## config.mk

```make
export PLATFORM = sky130hd
export DESIGN_NAME = expiring_slot_pool_next_fit
export DESIGN_NICKNAME = d
export VERILOG_FILES = /design/src/hw/rtl/espnf_pkg.sv /design/src/hw/rtl/expiring_slot_pool_next_fit.sv
export SDC_FILE = /design/constraint.sdc
export NUM_CORES = 2
export LEC_CHECK = 0
export ABC_CLOCK_PERIOD_IN_PS = 5570
export BUFFER_PORTS_ARGS = -buffer_cell sky130_fd_sc_hd__buf_2
export CORE_ASPECT_RATIO = 0.9
export CORE_UTILIZATION = 27
export CTS_CLUSTER_DIAMETER = 150
export CTS_CLUSTER_SIZE = 24
export DETAILED_ROUTE_END_ITERATION = 10
export PLACE_DENSITY = 0.46
export REMOVE_ABC_BUFFERS = 1
export SLEW_MARGIN = 30
export SYNTH_ARGS = -nofsm -noshare
export SYNTH_HDL_FRONTEND = slang
export SYNTH_SLANG_ARGS = --single-unit
export TNS_END_PERCENT = 100
```

## constraint.sdc

```tcl
create_clock -name aclk -period 5.57 [get_ports aclk]
set_clock_uncertainty 0.2 [all_clocks]
set_input_delay 0.2785 -clock aclk [delete_from_list [all_inputs] [get_ports aclk]]
set_output_delay 0.2785 -clock aclk [all_outputs]
set_load 0.1 [all_outputs]
```

## src/hw/rtl/espnf_pkg.sv

```systemverilog
// shared types and constants for the expiring slot pool with next-fit search
`timescale 1ns / 1ps
`default_nettype none

package espnf_pkg;

    // pool geometry
    localparam int SLOTS  = 64;
    localparam int SLOT_W = (SLOTS > 1) ? $clog2(SLOTS) : 1;
    localparam int CNT_W  = $clog2(SLOTS + 1);

    // life values, unsigned Q1.15
    localparam int LIFE_W = 16;
    localparam logic [LIFE_W-1:0] LIFE_ONE  = 16'h8000;
    localparam logic [LIFE_W-1:0] LIFE_ZERO = 16'h0000;

    // decay arithmetic: Q4.12 rate times Q0.16 time, shifted down to Q1.15
    localparam int RATE_W        = 16;
    localparam int DT_W          = 16;
    localparam int PROD_W        = RATE_W + DT_W;
    localparam int PRODUCT_SHIFT = 13;
    localparam int DEC_W         = PROD_W - PRODUCT_SHIFT;
    localparam logic [RATE_W-1:0] DECAY_RESET = 16'd410;

    // result field widths
    localparam int IDX_W = 6;

    // configuration port
    localparam int PADDR_W = 3;
    localparam int PDATA_W = 32;
    localparam int REG_IDX_W = PADDR_W - 2;
    localparam logic [REG_IDX_W-1:0] REG_FADE_RATE = 1'b0;

    // operation codes
    localparam logic OP_ALLOC = 1'b0;
    localparam logic OP_TICK  = 1'b1;

    // input transaction
    typedef struct packed {
        logic            opcode;
        logic [DT_W-1:0] step_time;
    } in_t;

    // result transaction
    typedef struct packed {
        logic [IDX_W-1:0] slot_index;
        logic             overwrote;
    } out_t;

endpackage

`default_nettype wire

```

## src/hw/rtl/expiring_slot_pool_next_fit.sv

```systemverilog
// expiring slot pool: next-fit slot allocation with per-tick life decay
// allocate: the life memory is scanned from the search position, one read per cycle
//   while the output register has room; tick: one memory read per slot and a write
//   back of each slot that is not free
// throughput: one transaction at a time, s_ready is high only between items
// reset: synchronous active-low; all slots free, search position 0, rate register 410
`timescale 1ns / 1ps
`default_nettype none

module expiring_slot_pool_next_fit (
    input  wire                          aclk,
    input  wire                          aresetn,
    // input transactions
    input  wire                          s_valid,
    output logic                         s_ready,
    input  espnf_pkg::in_t               s_data,
    // result transactions
    output logic                         m_valid,
    input  wire                          m_ready,
    output espnf_pkg::out_t              m_data,
    // configuration port
    input  wire                          psel,
    input  wire                          penable,
    input  wire                          pwrite,
    input  wire [espnf_pkg::PADDR_W-1:0] paddr,
    input  wire [espnf_pkg::PDATA_W-1:0] pwdata,
    output logic [espnf_pkg::PDATA_W-1:0] prdata,
    output logic                         pready
);

    typedef enum logic [2:0] {
        ST_IDLE = 3'b001,
        ST_TICK = 3'b010,
        ST_SCAN = 3'b100
    } state_t;

    state_t                            state_reg, state_next;
    logic [espnf_pkg::RATE_W-1:0]      fade_rate_reg;
    logic [espnf_pkg::SLOT_W-1:0]      start_reg;
    logic [espnf_pkg::DEC_W-1:0]       dec_reg;
    logic [espnf_pkg::SLOT_W-1:0]      iss_addr_reg;
    logic [espnf_pkg::CNT_W-1:0]       iss_cnt_reg;
    logic                              chk_vld_reg;
    logic                              chk_last_reg;
    logic [espnf_pkg::SLOT_W-1:0]      chk_addr_reg;
    logic                              m_valid_reg;
    espnf_pkg::out_t                   m_data_reg;

    // life memory and its per-entry written flags
    logic [espnf_pkg::LIFE_W-1:0]      mem [espnf_pkg::SLOTS];
    logic [espnf_pkg::SLOTS-1:0]       written_reg;
    logic [espnf_pkg::LIFE_W-1:0]      rd_data_reg;
    logic                              rd_written_reg;

    logic                              accept;
    logic                              cfg_hit;
    logic                              out_free;
    logic                              issue;
    logic                              more;
    logic [espnf_pkg::SLOT_W-1:0]      iss_addr_inc;
    logic [espnf_pkg::LIFE_W-1:0]      life;
    logic                              slot_free;
    logic [espnf_pkg::PROD_W-1:0]      product;
    logic [espnf_pkg::LIFE_W-1:0]      life_decayed;
    logic                              mem_we;
    logic [espnf_pkg::SLOT_W-1:0]      mem_waddr;
    logic [espnf_pkg::LIFE_W-1:0]      mem_wdata;
    logic                              scan_hit;
    logic                              scan_full;

    // handshakes and configuration decode
    assign accept   = s_valid && s_ready;
    assign s_ready  = (state_reg == ST_IDLE);
    assign out_free = !m_valid_reg || m_ready;
    assign cfg_hit  = (paddr[espnf_pkg::PADDR_W-1:2] == espnf_pkg::REG_FADE_RATE);
    assign pready   = 1'b1;
    assign prdata   = cfg_hit ? espnf_pkg::PDATA_W'(fade_rate_reg) : '0;
    assign m_valid  = m_valid_reg;
    assign m_data   = m_data_reg;

    // decrement for a tick, computed as the item is taken
    assign product = espnf_pkg::PROD_W'(fade_rate_reg) * espnf_pkg::PROD_W'(s_data.step_time);

    // value of the entry just read; never-written entries read as free
    assign life      = rd_written_reg ? rd_data_reg : espnf_pkg::LIFE_ZERO;
    assign slot_free = (life == espnf_pkg::LIFE_ZERO);

    // saturating decay of one slot
    always_comb begin
        if (espnf_pkg::DEC_W'(life) <= dec_reg) begin
            life_decayed = espnf_pkg::LIFE_ZERO;
        end else begin
            life_decayed = life - dec_reg[espnf_pkg::LIFE_W-1:0];
        end
    end

    // next read address with wrap
    assign iss_addr_inc = (iss_addr_reg == espnf_pkg::SLOT_W'(espnf_pkg::SLOTS - 1))
                          ? '0 : iss_addr_reg + 1'b1;
    assign more = (iss_cnt_reg != espnf_pkg::CNT_W'(espnf_pkg::SLOTS));

    // scan outcome for the entry under check
    assign scan_hit  = (state_reg == ST_SCAN) && chk_vld_reg && out_free && slot_free;
    assign scan_full = (state_reg == ST_SCAN) && chk_vld_reg && out_free && !slot_free
                       && chk_last_reg;

    // read issue: ticks never stall, scans wait for room in the output register
    always_comb begin
        unique case (state_reg)
            ST_TICK: issue = more;
            ST_SCAN: issue = more && out_free;
            default: issue = 1'b0;
        endcase
    end

    // memory write port
    always_comb begin
        mem_we    = 1'b0;
        mem_waddr = chk_addr_reg;
        mem_wdata = life_decayed;
        if (state_reg == ST_TICK && chk_vld_reg && !slot_free) begin
            mem_we = 1'b1;
        end else if (scan_hit) begin
            mem_we    = 1'b1;
            mem_wdata = espnf_pkg::LIFE_ONE;
        end else if (scan_full) begin
            mem_we    = 1'b1;
            mem_waddr = '0;
            mem_wdata = espnf_pkg::LIFE_ONE;
        end
    end

    // sequencer
    always_comb begin
        state_next = state_reg;
        unique case (state_reg)
            ST_IDLE: begin
                if (accept) begin
                    state_next = (s_data.opcode == espnf_pkg::OP_TICK) ? ST_TICK : ST_SCAN;
                end
            end
            ST_TICK: begin
                if (chk_vld_reg && chk_last_reg) begin
                    state_next = ST_IDLE;
                end
            end
            ST_SCAN: begin
                if (scan_hit || scan_full) begin
                    state_next = ST_IDLE;
                end
            end
            default: state_next = ST_IDLE;
        endcase
    end

    // memory array, synchronous read
    always_ff @(posedge aclk) begin
        if (mem_we) begin
            mem[mem_waddr] <= mem_wdata;
        end
        if (issue) begin
            rd_data_reg <= mem[iss_addr_reg];
        end
    end

    // written flags and the read-side copy
    always_ff @(posedge aclk) begin
        if (!aresetn) begin
            written_reg    <= '0;
            rd_written_reg <= 1'b0;
        end else begin
            if (mem_we) begin
                written_reg[mem_waddr] <= 1'b1;
            end
            if (issue) begin
                rd_written_reg <= written_reg[iss_addr_reg];
            end
        end
    end

    // control registers
    always_ff @(posedge aclk) begin
        if (!aresetn) begin
            state_reg      <= ST_IDLE;
            fade_rate_reg  <= espnf_pkg::DECAY_RESET;
            start_reg      <= '0;
            iss_cnt_reg    <= '0;
            chk_vld_reg    <= 1'b0;
            m_valid_reg    <= 1'b0;
        end else begin
            state_reg <= state_next;
            if (psel && penable && pwrite && cfg_hit) begin
                fade_rate_reg <= pwdata[espnf_pkg::RATE_W-1:0];
            end
            if (m_valid_reg && m_ready) begin
                m_valid_reg <= 1'b0;
            end
            if (accept) begin
                iss_cnt_reg <= '0;
                chk_vld_reg <= 1'b0;
            end else if (issue) begin
                iss_cnt_reg <= iss_cnt_reg + 1'b1;
                chk_vld_reg <= 1'b1;
            end else if (state_reg == ST_TICK) begin
                chk_vld_reg <= 1'b0;
            end
            if (scan_hit) begin
                start_reg   <= chk_addr_reg;
                m_valid_reg <= 1'b1;
            end else if (scan_full) begin
                m_valid_reg <= 1'b1;
            end
        end
    end

    // datapath registers
    always_ff @(posedge aclk) begin
        if (accept) begin
            dec_reg      <= product[espnf_pkg::PROD_W-1:espnf_pkg::PRODUCT_SHIFT];
            iss_addr_reg <= (s_data.opcode == espnf_pkg::OP_TICK) ? '0 : start_reg;
        end else if (issue) begin
            iss_addr_reg <= iss_addr_inc;
        end
        if (issue) begin
            chk_addr_reg <= iss_addr_reg;
            chk_last_reg <= (iss_cnt_reg == espnf_pkg::CNT_W'(espnf_pkg::SLOTS - 1));
        end
        if (scan_hit) begin
            m_data_reg.slot_index <= espnf_pkg::IDX_W'(chk_addr_reg);
            m_data_reg.overwrote  <= 1'b0;
        end else if (scan_full) begin
            m_data_reg.slot_index <= '0;
            m_data_reg.overwrote  <= 1'b1;
        end
    end

endmodule

`default_nettype wire
```

==> qor.yml <==
outcome:
  status: "finished with violations"
  violations: "negative setup slack"
clocking:
  cts_buffer_depth: 3
  insertion_delay_ns: 0.72
  cts_num_sinks: 1178
  htreeDepth: 2
  cts_tree: "yes"
  root_buffer: "clkbuf_16"
  cts_buffers: 56
  clk_pin_slew_ns: 0.12
worst_setup_path:
  cp.arrival_ns: 6.18
  cp.depth: 19
  critPathMostFrequentCell: "fa_1"
  crit_required_ns: 5.85
  critPathKind: "register to register"
  cp_max_fo: 4
  rr_startpoint: "fade_rate_reg[5]$_SDFFE_PN0P_"
  worst_setup_path_end_kind: "register"
  start_kind: "register"
  cpMaxStageDelayCell: "fa_1"
  crit_chain: "buf_6 -> and2_4 -> fa_1 -> inv_1 -> fa_2 -> fa_1 -> fa_1 -> inv_1 -> fa_1 -> fa_1 -> ha_1 -> nand4_1 -> a211o_1 -> o221a_4 -> o41ai_4 -> buf_4 -> a221o_1 -> a221oi_2 -> xnor2_1"
  critPathBufInv: 4
  cp_slowest_stage_delay_ns: 0.55
  worst-r2r-cell-count: 19
  cp_top_family: "adder cells"
  cp-startpoint: "fade_rate_reg[5]$_SDFFE_PN0P_"
floorplan:
  placeableCoreArea_um2: 199000
  die_h_um: 427
  floorplan.rows: 155
  die-area_um2: 203000
  io_pins: 101
  start_util_pct: 27.3
  die_w_um: 475
routing:
  drt_iter0_markers: 2286
  wl_met2_um: 69500
  drtPass1Iterations: 5
  wl_per_cell_um: 23.8
  top_layer: "met5"
  drc: 0
  viasPerCell: 4.59
  postRouteAntennaNets: 0
  wl_met1_um: 67900
  wirelength_um: 146000
  dr_wl_met3_um: 6300
  vias: 28200
flow_run:
  max-cap-violations: 0
placed_design:
  port-buffer-count: 65
  dp_hpwl_um: 91600
  place.gp.congestion: 0.767
  place_ws_ns: -0.742
synth:
  synthDistinctLibCells: 64
  synth-main-ff-cell: "edfxtp_1"
  syn_inst: 3165
  ys_ff_latch: 1178
  ys_seq_area_share_pct: 63.3
  yosysTopAreaCell: "edfxtp_1"
  synth-async-reset-ratio_pct: 0
  syn_area_per_cell_um2: 17.1
  synth-edff-count: 1078
  synthTopCellsByArea: "edfxtp_1 60%, mux4_2 14%, fa_1 7.2%"
  syn-cell-area_um2: 54300
  yosysWarnings: 0
  yosysTopAreaCellShare_pct: 59.6
worst_hold_path:
  hold_class: "register to register"
  min_from: "written_reg[28]$_SDFFE_PN0N_"
  whs_path_depth: 1
sta:
  hold_viol_final: 0
  post-route-period-util_pct: 106
  grt_setup_unrepaired: "true"
  fin_ws_ns: -0.330
  drv_slew: 0
  period_minus_slack_ns: 5.90
  max_freq_mhz: 169
  whs_ns: 0.272
  relSlewSlack_pct: 35.4
  setup_violations: 10
  fin_tns_setup_ns: -1.50
  tightestPinTransition_ns: 0.966
final_layout:
  syn_to_final_growth_pct: 15.0
  mostFrequentLayoutCell: "edfxtp_1"
  largest_reg_flops: 1024
  nets: 3786
  most-common-layout-cells: "1078 x edfxtp_1, 333 x mux4_2, 255 x inv_1, 209 x nand2_1, 197 x buf_4"
  fin_util_pct: 31.4
  layout-drive-gt1-share_pct: 26.0
global_route:
  grt_pass1_vias: 29500
  overflow: 0
  antenna_found_initial: 18
  grt_max_degree: 101
  grt_pass1_wl_um: 214000
  grt_usage_pct: 14.5
power:
  powerDensity_nw_per_um2: 328
  peakVddDrop_v: 0.000349
  power_leakage_nw: 18.5
==> worst paths after layout <==
kind / to / slack (ns)
worst min-delay path: written_reg[28]$_SDFFE_PN0N_ / 0.27
worst max-delay path: dec_reg[16]$_DFFE_PP_ / -0.33
worst max register to register: dec_reg[16]$_DFFE_PP_ / -0.33
worst min register to register: written_reg[28]$_SDFFE_PN0N_ / 0.27
==> layout make-up <==
type                       instances  area, um^2
inverter                         268        1010
clock inverter                     7         123
fill                           19500      137000
sequential                      1178       34400
timing repair buffer             340        2850
clock buffer                      99        1580
antenna                            5        12.5
multi-input combinational       1569       19100
tap                             2669        3340
==> cells by family (layout without fill, tap and decap cells) <==
group / after synthesis / after routing / share of synthesized area, %
flip-flops: 1178 / 1178 / 63.3
AND/OR/NAND/NOR: 583 / 583 / 5.21
buffers and inverters: 433 / 714 / 3.35
multiplexers: 375 / 375 / 14.6
adder cells (fa/ha/maj): 314 / 314 / 9.92
AO/OA/AOI/OAI: 240 / 240 / 2.92
XOR/XNOR: 40 / 40 / 0.645
other: 2 / 22 / 0.0138
==> where the power goes <==
group          leakage, nW  internal, mW  total (mW)  switching [mW]
Sequential            8.51          9.67        9.72          0.0510
Clock                0.805          1.98        4.89            2.90
Combinational         9.23          2.80        5.90            3.10
==> metrics by stage <==
stage / area [um^2] / instances / power (mW)
2_1_floorplan: 53500 / 3015 / 12.8
3_3_place_gp: 59600 / 5973 / 14.6
3_5_place_dp: 59600 / 5973 / 14.5
4_1_cts: 62100 / 6125 / 20.3
5_1_grt: 62400 / 6131 / 21.5
6_report: 62400 / 6135 / 20.5
==> Yosys cell counts, drive strengths merged (3+ instances only) <==
library cell,instances
a21o,16
o21ai,41
mux4,333
nor3b,4
edfxtp,1078
and2,141
o21a,66
a211oi,3
and3,6
buf,65
a21boi,13
a21oi,56
o21bai,5
dfxtp,100
nor2,111
nor4,5
o211ai,3
nand3,23
ha,120
fa,194
a211o,3
inv,268
a22oi,7
a221oi,3
mux2i,34
clkbuf,100
or3,4
nand4,14
xnor2,29
nor2b,31
a31oi,6
mux2,8
xor2,11
nand2,217
nor3,6
nand2b,7
==> layer usage <==
layer / GRT usage (%) / vias up
met2: 23.5 / 554
li1: - / 12300
met4: 2.54 / 8
met3: 2.10 / 115
met1: 20.7 / 15200
met5: 0 / -
==> repair_timing <==
item,4_1_cts,5_1_grt
gates resized for setup,93,57
endpoints found under the setup margin,18,17
pin swaps,51,37
hold buffers,37,0
buffers inserted,9,5
endpoints found under the hold margin,35,0
==> worst register-to-register path, delay by kind of cell (launching register included) <==
kind / cells / cell delay (ns)
adders and majority gates: 7 / 3.24
AOI/OAI and AO/OA: 5 / 1.10
buffers and inverters: 4 / 0.40
DFF: 1 / 0.38
and+or+nand+nor: 2 / 0.21
xor gates and xnor gates: 1 / 0.14
No activity file was read; power rests on OpenSTA's default activity.
